**config.mk**
```make
export PLATFORM = sky130hd
export DESIGN_NAME = mmc3_multicart_bank_mapper_unit_flat
export DESIGN_NICKNAME = d
export VERILOG_FILES = /design/src/hdl/m3mc_pkg.sv /design/src/hdl/m3mc_if.sv /design/src/hdl/mmc3_multicart_bank_mapper_unit.sv /design/src/flat_wrapper.sv
export SDC_FILE = /design/constraint.sdc
export NUM_CORES = 1
export LEC_CHECK = 0
export ABC_CLOCK_PERIOD_IN_PS = 4900
export BUFFER_PORTS_ARGS = -buffer_cell sky130_fd_sc_hd__buf_2
export CORE_AREA = 2 2 175 126
export DETAILED_ROUTE_END_ITERATION = 6
export DIE_AREA = 0 0 177 128
export PLACE_DENSITY = 0.69
export SETUP_SLACK_MARGIN = 0.2
export SLEW_MARGIN = 20
export SYNTH_ARGS = -nofsm -noshare
export SYNTH_HDL_FRONTEND = slang
export SYNTH_SLANG_ARGS = --single-unit
```
**constraint.sdc**
```tcl
create_clock -name clk -period 4.9 [get_ports clk]
set_input_delay 0.735 -clock clk [delete_from_list [all_inputs] [get_ports clk]]
set_output_delay 0.735 -clock clk [all_outputs]
set_load 0.005 [all_outputs]
```
**src/hdl/m3mc_pkg.sv**
```systemverilog
package m3mc_pkg;

  // item kinds
  localparam logic [1:0] KIND_REG_WRITE  = 2'd0;
  localparam logic [1:0] KIND_SRAM_WRITE = 2'd1;
  localparam logic [1:0] KIND_TICK       = 2'd2;

  // register decode on addr bits 15..13 and 0
  localparam logic [15:0] REG_DECODE_MASK = 16'hE001;
  localparam logic [15:0] REG_BANK_SELECT = 16'h8000;
  localparam logic [15:0] REG_BANK_DATA   = 16'h8001;
  localparam logic [15:0] REG_MIRRORING   = 16'hA000;
  localparam logic [15:0] REG_UNLOCK      = 16'hA001;
  localparam logic [15:0] REG_IRQ_COUNT   = 16'hC000;
  localparam logic [15:0] REG_IRQ_RELOAD  = 16'hC001;
  localparam logic [15:0] REG_IRQ_DISABLE = 16'hE000;
  localparam logic [15:0] REG_IRQ_ENABLE  = 16'hE001;

  // bank_select low bits: target of a bank data write
  localparam logic [2:0] BS_CHR_2K_0 = 3'd0;
  localparam logic [2:0] BS_CHR_2K_1 = 3'd1;
  localparam logic [2:0] BS_CHR_1K_0 = 3'd2;
  localparam logic [2:0] BS_CHR_1K_1 = 3'd3;
  localparam logic [2:0] BS_CHR_1K_2 = 3'd4;
  localparam logic [2:0] BS_CHR_1K_3 = 3'd5;
  localparam logic [2:0] BS_PRG_0    = 3'd6;
  localparam logic [2:0] BS_PRG_1    = 3'd7;

  // configuration register indexes
  localparam int unsigned CFG_INDEX_W = 2;
  localparam logic [CFG_INDEX_W-1:0] CFG_PRG_BANK_COUNT = 2'd0;
  localparam logic [CFG_INDEX_W-1:0] CFG_FOUR_SCREEN    = 2'd1;

  localparam logic [8:0] PRG_BANK_COUNT_RESET = 9'd64;
  localparam int unsigned LAST_VISIBLE_LINE_DEFAULT = 239;

  localparam int unsigned CHR_REGS = 6;
  typedef logic [6:0] chr_reg_t;
  localparam chr_reg_t CHR_RESET [CHR_REGS] = '{7'd0, 7'd2, 7'd4, 7'd5, 7'd6, 7'd7};

  typedef logic [8:0] chr_bank_t;
  typedef logic [5:0] prg_bank_t;

endpackage

```
**src/hdl/m3mc_if.sv**
```systemverilog
interface m3mc_req_if;
  logic        valid;
  logic        ready;
  logic [1:0]  kind;
  logic [15:0] addr;
  logic [7:0]  data;
  logic [8:0]  scanline;
  logic        rendering_on;

  modport source(output valid, kind, addr, data, scanline, rendering_on, input ready);
  modport sink(input valid, kind, addr, data, scanline, rendering_on, output ready);
endinterface

interface m3mc_rsp_if;
  logic        valid;
  logic        ready;
  logic [23:0] prg_map;
  logic [35:0] chr_map_low;
  logic [35:0] chr_map_high;
  logic        mirror_horizontal;
  logic        irq_pulse;

  modport source(output valid, prg_map, chr_map_low, chr_map_high, mirror_horizontal,
                 irq_pulse, input ready);
  modport sink(input valid, prg_map, chr_map_low, chr_map_high, mirror_horizontal,
               irq_pulse, output ready);
endinterface

interface m3mc_cfg_if;
  logic       valid;
  logic       ready;
  logic [1:0] index;
  logic [8:0] data;

  modport source(output valid, index, data, input ready);
  modport sink(input valid, index, data, output ready);
endinterface

```
**src/hdl/mmc3_multicart_bank_mapper_unit.sv**
```systemverilog
// channel  dir  fields
// req      in   kind, addr, data, scanline, rendering_on
// rsp      out  prg_map, chr_map_low, chr_map_high, mirror_horizontal, irq_pulse
// cfg      in   index, data (prg_bank_count, four_screen)
//
// one word per cycle sustained while rsp is not stalled; an accepted word goes
// through the input register, then the result register, before rsp valid
// (state update and result register load in one pass)
// rst is synchronous: mapper registers return to power-on values, pipeline empties
// a stalled rsp holds the input register; req.ready drops only while both are full
// cfg is always ready and takes effect on the next word
module mmc3_multicart_bank_mapper_unit #(
  parameter int unsigned LAST_VISIBLE_LINE = m3mc_pkg::LAST_VISIBLE_LINE_DEFAULT
) (
  input logic       clk,
  input logic       rst,
  m3mc_req_if.sink  req,
  m3mc_rsp_if.source rsp,
  m3mc_cfg_if.sink  cfg
);
  import m3mc_pkg::*;

  localparam logic [8:0] LAST_LINE = 9'(LAST_VISIBLE_LINE);

  // input register
  logic        pipe_valid;
  logic [1:0]  pipe_kind;
  logic [15:0] pipe_addr;
  logic [7:0]  pipe_data;
  logic [8:0]  pipe_scanline;
  logic        pipe_rend;

  // result register
  logic        rsp_valid;
  logic [23:0] rsp_prg_map;
  logic [35:0] rsp_chr_low;
  logic [35:0] rsp_chr_high;
  logic        rsp_mirror;
  logic        rsp_irq;

  // configuration
  logic [8:0] prg_bank_count;
  logic       four_screen;

  // mapper state
  logic [7:0] bank_select, bank_select_next;
  logic [7:0] outer_bank, outer_bank_next;
  logic       outer_unlock, outer_unlock_next;
  chr_reg_t   chr_bank [CHR_REGS];
  chr_reg_t   chr_bank_next [CHR_REGS];
  logic [3:0] prg_bank0, prg_bank0_next;
  logic [3:0] prg_bank1, prg_bank1_next;
  logic       mirroring, mirroring_next;
  logic       irq_enable, irq_enable_next;
  logic [7:0] irq_count, irq_count_next;
  logic [7:0] irq_reload, irq_reload_next;
  logic       pulse;

  logic advance;
  logic req_accept;

  assign advance    = !rsp_valid || rsp.ready;
  assign req.ready  = !pipe_valid || advance;
  assign req_accept = req.valid && req.ready;
  assign cfg.ready  = 1'b1;

  assign rsp.valid             = rsp_valid;
  assign rsp.prg_map           = rsp_prg_map;
  assign rsp.chr_map_low       = rsp_chr_low;
  assign rsp.chr_map_high      = rsp_chr_high;
  assign rsp.mirror_horizontal = rsp_mirror;
  assign rsp.irq_pulse         = rsp_irq;

  // state update for the word in the input register
  always_comb begin
    bank_select_next  = bank_select;
    outer_bank_next   = outer_bank;
    outer_unlock_next = outer_unlock;
    chr_bank_next     = chr_bank;
    prg_bank0_next    = prg_bank0;
    prg_bank1_next    = prg_bank1;
    mirroring_next    = mirroring;
    irq_enable_next   = irq_enable;
    irq_count_next    = irq_count;
    irq_reload_next   = irq_reload;
    pulse             = 1'b0;
    case (pipe_kind)
      KIND_REG_WRITE: begin
        unique case (pipe_addr & REG_DECODE_MASK)
          REG_BANK_SELECT: bank_select_next = pipe_data;
          REG_BANK_DATA: begin
            unique case (bank_select[2:0])
              BS_CHR_2K_0: chr_bank_next[0] = {pipe_data[6:1], 1'b0};
              BS_CHR_2K_1: chr_bank_next[1] = {pipe_data[6:1], 1'b0};
              BS_CHR_1K_0: chr_bank_next[2] = pipe_data[6:0];
              BS_CHR_1K_1: chr_bank_next[3] = pipe_data[6:0];
              BS_CHR_1K_2: chr_bank_next[4] = pipe_data[6:0];
              BS_CHR_1K_3: chr_bank_next[5] = pipe_data[6:0];
              BS_PRG_0:    prg_bank0_next   = pipe_data[3:0];
              BS_PRG_1:    prg_bank1_next   = pipe_data[3:0];
              default:     prg_bank1_next   = pipe_data[3:0];
            endcase
          end
          REG_MIRRORING: begin
            if (!four_screen) begin
              mirroring_next = pipe_data[0];
            end
          end
          REG_UNLOCK:      outer_unlock_next = pipe_data[7];
          REG_IRQ_COUNT:   irq_count_next    = pipe_data;
          REG_IRQ_RELOAD:  irq_reload_next   = pipe_data;
          REG_IRQ_DISABLE: irq_enable_next   = 1'b0;
          REG_IRQ_ENABLE:  irq_enable_next   = 1'b1;
          default: ;
        endcase
      end
      KIND_SRAM_WRITE: begin
        if (outer_unlock) begin
          outer_bank_next = pipe_data;
        end
      end
      KIND_TICK: begin
        if (irq_enable && pipe_scanline <= LAST_LINE && pipe_rend) begin
          if (irq_count == 8'd0) begin
            irq_count_next = irq_reload;
            pulse          = 1'b1;
          end else begin
            irq_count_next = irq_count - 8'd1;
          end
        end
      end
      default: ;
    endcase
  end

  // maps from the updated state
  chr_bank_t chr_eff [CHR_REGS];
  logic [35:0] half_a, half_b;
  logic [3:0]  last_low;
  prg_bank_t   prg_slot [4];
  prg_bank_t   p0, p1, bank_fe, bank_ff;
  logic [23:0] prg_map_next;

  always_comb begin
    for (int i = 0; i < CHR_REGS; i++) begin
      chr_eff[i] = {outer_bank_next[7:6], chr_bank_next[i]};
    end
    half_a = {chr_eff[1][8:1], 1'b1, chr_eff[1], chr_eff[0][8:1], 1'b1, chr_eff[0]};
    half_b = {chr_eff[5], chr_eff[4], chr_eff[3], chr_eff[2]};

    // count-1 wraps, only the low nibble reaches the map
    last_low = prg_bank_count[3:0] - 4'd1;
    p0       = {outer_bank_next[7:6], prg_bank0_next};
    p1       = {outer_bank_next[7:6], prg_bank1_next};
    bank_fe  = {outer_bank_next[7:6], last_low[3:1], 1'b0};
    bank_ff  = {outer_bank_next[7:6], last_low};
    if (outer_bank_next[0]) begin
      if (bank_select_next[6]) begin
        prg_slot = '{bank_fe, p1, p0, bank_ff};
      end else begin
        prg_slot = '{p0, p1, bank_fe, bank_ff};
      end
    end else begin
      for (int i = 0; i < 4; i++) begin
        prg_slot[i] = {1'b0, outer_bank_next[6:4], 2'(i)};
      end
    end
    prg_map_next = {prg_slot[3], prg_slot[2], prg_slot[1], prg_slot[0]};
  end

  always_ff @(posedge clk) begin
    if (rst) begin
      pipe_valid     <= 1'b0;
      rsp_valid      <= 1'b0;
      prg_bank_count <= PRG_BANK_COUNT_RESET;
      four_screen    <= 1'b0;
      bank_select    <= '0;
      outer_bank     <= '0;
      outer_unlock   <= 1'b0;
      chr_bank       <= CHR_RESET;
      prg_bank0      <= 4'd0;
      prg_bank1      <= 4'd1;
      mirroring      <= 1'b0;
      irq_enable     <= 1'b0;
      irq_count      <= '0;
      irq_reload     <= '0;
    end else begin
      if (req_accept) begin
        pipe_valid <= 1'b1;
      end else if (advance) begin
        pipe_valid <= 1'b0;
      end
      if (advance) begin
        rsp_valid <= pipe_valid;
      end
      if (cfg.valid) begin
        case (cfg.index)
          CFG_PRG_BANK_COUNT: prg_bank_count <= cfg.data;
          CFG_FOUR_SCREEN:    four_screen    <= cfg.data[0];
          default: ;
        endcase
      end
      if (pipe_valid && advance) begin
        bank_select  <= bank_select_next;
        outer_bank   <= outer_bank_next;
        outer_unlock <= outer_unlock_next;
        chr_bank     <= chr_bank_next;
        prg_bank0    <= prg_bank0_next;
        prg_bank1    <= prg_bank1_next;
        mirroring    <= mirroring_next;
        irq_enable   <= irq_enable_next;
        irq_count    <= irq_count_next;
        irq_reload   <= irq_reload_next;
      end
    end
  end

  // payload registers
  always_ff @(posedge clk) begin
    if (req_accept) begin
      pipe_kind     <= req.kind;
      pipe_addr     <= req.addr;
      pipe_data     <= req.data;
      pipe_scanline <= req.scanline;
      pipe_rend     <= req.rendering_on;
    end
    if (pipe_valid && advance) begin
      rsp_prg_map <= prg_map_next;
      rsp_chr_low <= bank_select_next[7] ? half_b : half_a;
      rsp_chr_high <= bank_select_next[7] ? half_a : half_b;
      rsp_mirror  <= four_screen ? 1'b0 : mirroring_next;
      rsp_irq     <= pulse;
    end
  end

`ifndef SYNTHESIS
  a_pulse_needs_enable: assert property (@(posedge clk) disable iff (rst)
    rsp_valid && rsp_irq |-> irq_enable)
    else $error("irq pulse while interrupt disabled");

  a_four_screen_mirror: assert property (@(posedge clk) disable iff (rst)
    rsp_valid && four_screen |-> !rsp_mirror)
    else $error("mirroring reported on four-screen cartridge");

  a_pipe_holds: assert property (@(posedge clk) disable iff (rst)
    pipe_valid && !advance |=> pipe_valid && $stable(pipe_data) && $stable(pipe_addr))
    else $error("input register lost a word under stall");

  a_reset_empty: assert property (@(posedge clk)
    $past(rst) |-> !pipe_valid && !rsp_valid)
    else $error("pipeline not empty after reset");
`endif

endmodule
```
**src/flat_wrapper.sv**
```systemverilog
// flat-port wrapper written by rule: the top's interface ports become plain ports
module mmc3_multicart_bank_mapper_unit_flat import m3mc_pkg::*;
#(
  parameter int unsigned LAST_VISIBLE_LINE = m3mc_pkg::LAST_VISIBLE_LINE_DEFAULT
)
  (clk, rst, req_valid, req_kind, req_addr, req_data, req_scanline, req_rendering_on, req_ready, rsp_valid, rsp_prg_map, rsp_chr_map_low, rsp_chr_map_high, rsp_mirror_horizontal, rsp_irq_pulse, rsp_ready, cfg_valid, cfg_index, cfg_data, cfg_ready);
  m3mc_req_if req_i ();
  m3mc_rsp_if rsp_i ();
  m3mc_cfg_if cfg_i ();
  input logic clk;
  input logic rst;
  input wire logic [$bits(req_i.valid)-1:0] req_valid;
  input wire logic [$bits(req_i.kind)-1:0] req_kind;
  input wire logic [$bits(req_i.addr)-1:0] req_addr;
  input wire logic [$bits(req_i.data)-1:0] req_data;
  input wire logic [$bits(req_i.scanline)-1:0] req_scanline;
  input wire logic [$bits(req_i.rendering_on)-1:0] req_rendering_on;
  output wire logic [$bits(req_i.ready)-1:0] req_ready;
  output wire logic [$bits(rsp_i.valid)-1:0] rsp_valid;
  output wire logic [$bits(rsp_i.prg_map)-1:0] rsp_prg_map;
  output wire logic [$bits(rsp_i.chr_map_low)-1:0] rsp_chr_map_low;
  output wire logic [$bits(rsp_i.chr_map_high)-1:0] rsp_chr_map_high;
  output wire logic [$bits(rsp_i.mirror_horizontal)-1:0] rsp_mirror_horizontal;
  output wire logic [$bits(rsp_i.irq_pulse)-1:0] rsp_irq_pulse;
  input wire logic [$bits(rsp_i.ready)-1:0] rsp_ready;
  input wire logic [$bits(cfg_i.valid)-1:0] cfg_valid;
  input wire logic [$bits(cfg_i.index)-1:0] cfg_index;
  input wire logic [$bits(cfg_i.data)-1:0] cfg_data;
  output wire logic [$bits(cfg_i.ready)-1:0] cfg_ready;
  assign req_i.valid = req_valid;
  assign req_i.kind = req_kind;
  assign req_i.addr = req_addr;
  assign req_i.data = req_data;
  assign req_i.scanline = req_scanline;
  assign req_i.rendering_on = req_rendering_on;
  assign req_ready = req_i.ready;
  assign rsp_valid = rsp_i.valid;
  assign rsp_prg_map = rsp_i.prg_map;
  assign rsp_chr_map_low = rsp_i.chr_map_low;
  assign rsp_chr_map_high = rsp_i.chr_map_high;
  assign rsp_mirror_horizontal = rsp_i.mirror_horizontal;
  assign rsp_irq_pulse = rsp_i.irq_pulse;
  assign rsp_i.ready = rsp_ready;
  assign cfg_i.valid = cfg_valid;
  assign cfg_i.index = cfg_index;
  assign cfg_i.data = cfg_data;
  assign cfg_ready = cfg_i.ready;
  mmc3_multicart_bank_mapper_unit #(.LAST_VISIBLE_LINE(LAST_VISIBLE_LINE)) u_core (.clk(clk), .rst(rst), .req(req_i), .rsp(rsp_i), .cfg(cfg_i));
endmodule
```
After elaboration in Yosys (flattened, before gate mapping)
Index checks and enable logic that the tools add are counted.
- $add $sub $neg: 2
- $lt $le $gt $ge: 1
- eq/ne operators: 20
- muxes and demuxes: 33
- bitwise logic cells: 1
- reduce and logical (&&, ||, !) cells: 26
- operators by type and width (cell ; number):
    $mux W42 ; 2
    $mux W34 ; 2
    $mux W8 ; 7
    $mux W22 ; 2
    $mux W7 ; 6
    $eq A4 B4 Y1 const B ; 8
    $mux W4 ; 6
    $pmux W8 S2 ; 1
    $reduce_and A3 Y1 ; 5
    $eq A3 B3 Y1 const B ; 4
    $le A9 B8 Y1 const B ; 1
    $logic_not A8 Y1 ; 1
    $reduce_and A2 Y1 ; 4
    $sub A8 B1 Y8 const B ; 1
    $eq A3 B2 Y1 const B ; 2
    $mux W1 ; 6
    $reduce_bool A2 Y1 ; 3
    $eq A2 B1 Y1 const B ; 2
    $logic_and A1 B1 Y1 ; 4
    $logic_not A2 Y1 ; 2
    $reduce_and A4 Y1 ; 1
    $sub A4 B1 Y4 const B ; 1
    $eq A3 B1 Y1 const B ; 1
    $logic_not A3 Y1 ; 1
    other kinds (8) ; 10
- register bits after elaboration: 226
- bits of input ports: 52
- output and inout bits: 101
- logic and storage cells: 119

Logic depth before layout (Yosys ltp)
- depth after elaboration: 6
- mapped depth: 9
- depth with buffers taken out: 7

Worst setup path after synthesis
OpenSTA, ideal clock, no wires.
- path kind: input port to flip-flop
- from: input port rsp_ready
- to: register u_core.bank_select[7]
- setup time: 0.128 ns
- data arrival time: 4.716 ns
- required time: 4.772 ns
- path slack: 0.056 ns
- cell stages on the path: 7
- path buffers: 1
- cell sequence: nand2b_1 -> nand2_1 -> inv_1 -> buf_1 -> nand3_1 -> mux2i_1 -> nor2_1
- cells in the longest elaborated chain, start to end: 2
- ends and longest elaborated chain (element ; RTL line ; source):
    start: declaration ; flat_wrapper.sv:25 ; input wire logic [$bits(rsp_i.ready)-1:0] rsp_ready;
    $logic_or A1 B1 Y1 ; mmc3_multicart_bank_mapper_unit.sv:62 ; assign advance = !rsp_valid || rsp.ready;
    $logic_and A1 B1 Y1 ; mmc3_multicart_bank_mapper_unit.sv:203 ; if (pipe_valid && advance) begin
    end signal: assignment ; mmc3_multicart_bank_mapper_unit.sv:204 ; bank_select <= bank_select_next;
    end: declaration ; mmc3_multicart_bank_mapper_unit.sv:46 ; logic [7:0] bank_select, bank_select_next;
Every way passes these cells.
A chain may end at the register's enable or synchronous reset.

Worst setup path in the final report
- from: register u_core.pipe_kind[1]
- to: register u_core.rsp_chr_high[11] (netlist: u_core.rsp.chr_map_high[11]) (data pin)
- cells in the longest elaborated chain, start to end: 3
- elaborated cells on any way between the ends: 4
- classes of those cells: mux: 3; reduce/logical: 1
- ends and longest elaborated chain (element ; RTL line ; source):
    start: declaration ; mmc3_multicart_bank_mapper_unit.sv:27 ; logic [1:0] pipe_kind;
    start signal: assignment ; mmc3_multicart_bank_mapper_unit.sv:221 ; pipe_kind <= req.kind;
    $logic_not A2 Y1 * ; mmc3_multicart_bank_mapper_unit.sv:87 ; case (pipe_kind)
    $mux W42 / $mux W8 (equally long branches) ; mmc3_multicart_bank_mapper_unit.sv:87 ;
    $mux W34 * ; mmc3_multicart_bank_mapper_unit.sv:230 ; rsp_chr_high <= bank_select_next[7] ? half_a : half_b;
    end signal: assignment ; mmc3_multicart_bank_mapper_unit.sv:230 ;
    end: declaration ; mmc3_multicart_bank_mapper_unit.sv:37 ; logic [35:0] rsp_chr_high;
Mark *: on every way between the ends. The rest lies on a longest branch, timed or not.

==> metrics.yaml <==
die:
  initial_core_util: 0.391
  fp.dieW_microns: 177
  io_pins: 153
  core_sq_um: 21100
  fp.dieH_microns: 128
  die_area_sq_um: 22700
  rows: 45
sta:
  timing.setup.tns_ns: 0
  max_freq_ghz: 0.301
  slew_viol_final: 0
  layout_min_cycle_time_ns: 3.32
  holdWs_ns: 0.464
  hold_viol: 0
  grt_setup_unrepaired: "no"
  setup_violations: 0
  timing.final.ws_setup_ns: 1.58
  worstMarginPinSlew_ns: 0.996
  fin_crit_sh: 0.677
  skew_ns: 0.00852
  max_slew_margin: 0.329
setup_path:
  critical_path_required_ns: 5.20
  crit_top_cell: "buf_4"
  crit_type: "reg2reg"
  critPathLaunchType: "register"
  crit_path_cell_trace: "nor4b_4 > buf_4 > and3_1 > or2_1 > buf_4 > mux2i_1 > o221a_2"
  reg2reg_depth: 7
  timing.rr.start: "u_core.pipe_kind[1]"
  critical_path.max_stage_delay_ns: 0.68
  cp.depth: 7
  path_max_fanout: 17
  startpoint: "u_core.pipe_kind[1]"
  path_buf_inv: 2
  slowest_stage: "or2_1"
  critPathTopFamily: "simple AND/OR/NAND/NOR gates"
  cp.arrival_ns: 3.62
  end_kind: "register"
status:
  status: "finished, final reports clean"
clock_tree:
  cts_tree: "built"
  clk_pin_slew_ns: 0.07
  cts_buffer_depth: 2
  hold_buffers: 0
  cts.sinks: 183
  cts.repair.resized: 0
  cts_made_buffers: 17
  post-cts-setup-buffers: 0
  clkLatencyLatePin_ns: 0.44
  htreeDepth: 4
  cts_root_buffer: "clkbuf_16"
synth:
  postSynthCellCount: 722
  synth_cell_types: 57
  ys.flop_type: "edfxtp_1"
  async_flop_share: 0
  avgSynthCellArea_sq_um: 11.4
  ys_seq_elements: 183
  synth_enable_flop_cells: 97
  ys_warn_count: 0
  yosysSeqAreaShare: 0.561
  syn_area_sq_um: 8260
  syn_nets: 777
placed_design:
  gp_congestion: 0.797
  hpwlAfterDp_mm: 12.5
  io_buffers: 130
  post-place-ws_ns: 1.61
routing:
  drtIter0Drc: 525
  avgViaCountPerCell: 5.33
  drc: 0
  vias: 5900
  antenna_left: 0
  wl_mm: 19.1
  dr.pass1.iters: 6
  post_drt_wl_per_cell_microns: 17.2
grt:
  grt_pass1_wl_mm: 30.2
  grt_max_degree: 65
  grt_util_all_layers: 0.172
  grt_pass1_vias: 5369
  antenna_found_initial: 0
  grt-ovfl-total: 0
layout:
  area_growth_pct: 15.4
  antenna_cells: 0
  nNetsFinal: 866
  layout_common_cells: "130 x buf_2, 97 x edfxtp_1, 89 x mux2i_1, 89 x nor2_1, 86 x dfxtp_1"
  post-route-util: 0.451
  drive_gt1_frac: 0.278
  layout_commonest_cell: "buf_2"
power_and_ir_drop:
  power.static_leakage_nw: 3.70
  powerDensity_nw_per_um2: 330
  ir_drop_mv: 0.207
min_path:
  hp-start: "u_core.outer_bank[6]"
  min_path_type: "reg2reg"
  hold_depth: 2
run:
  max_cap_violations: 0
layer usage:
metal,track usage,wire length [microns],up-vias
li1,-,-,2826
met1,0.264,9450,2822
met2,0.244,7950,236
met3,0.0418,1470,16
met4,0.0345,181,0
met5,0,0,-
cells in the mapped netlist (all sizes together) (8+ instances only):
master | number | area (sq um)
a211o | 12 | 105
a21oi | 26 | 134
buf | 38 | 243
clkbuf | 31 | 116
dfxtp | 86 | 1720
edfxtp | 97 | 2910
inv | 17 | 63.8
mux2i | 90 | 913
nand2 | 41 | 154
nand3 | 10 | 55.1
nand4 | 8 | 56.3
nor2 | 90 | 338
nor2b | 11 | 68.8
nor3 | 14 | 120
o21ai | 24 | 120
o221a | 37 | 417
or3 | 26 | 163
final cells by class:
cell class	instances	area, sq um
clock buffer	17	425
clock inverter	15	133
fill	1957	11600
inverter	17	65.1
multi-input combinational	453	3200
sequential	183	4630
tap	282	353
timing repair buffer	139	718
power by group:
part	internal (mW)	leakage (nW)	switching, mW
logic	0.0514	1.86	0.0863
registers	1.65	1.57	0.0336
clock network	0.669	0.271	0.651
total	2.37	3.70	0.771
flip-flops by register name, indices dropped and copies added, names as in the netlist, 5 cells and up:
name                     flops
u_core.rsp.prg_map          17
u_core.bank_select           5
u_core.pipe_scanline         5
u_core.irq_count             8
u_core.outer_bank            5
u_core.rsp.chr_map_low      30
u_core.pipe_data             8
u_core.rsp.chr_map_high     28
u_core.chr_bank             42
u_core.irq_reload            8
cell families after synthesis:
group	share of synthesized area
compound gates	0.118
other cells	0.000454
mux	0.116
xor+xnor	0.00424
flops	0.561
fa+ha+maj	0.00455
simple gates	0.144
buf+inv	0.0512
worst register-to-register path, delay by kind of cell, from the launching register on:
kind	cells	cell delay (ns)
flops	1	0.54
buf+inv	2	0.59
mux	1	0.53
simple gates	3	1.23
compound gates	1	0.30
worst paths after layout:
check / endpoint / slack, ns
setup / recovery: u_core.rsp.chr_map_high[11] / 1.58
hold / removal: u_core.outer_bank[6] / 0.46
setup reg to reg: u_core.rsp.chr_map_high[11] / 1.58
hold reg to reg: u_core.outer_bank[6] / 0.46
per-stage QoR:
step / instance area, sq um / total power, mW / instances
floorplan: 8260 / 1.80 / 722
global route: 9530 / 3.25 / 1106
finish: 9530 / 3.14 / 1106
global placement: 8970 / 1.85 / 1074
CTS: 9530 / 3.16 / 1106
detailed placement: 8970 / 1.86 / 1074
Power figures use the tool's default switching activity.
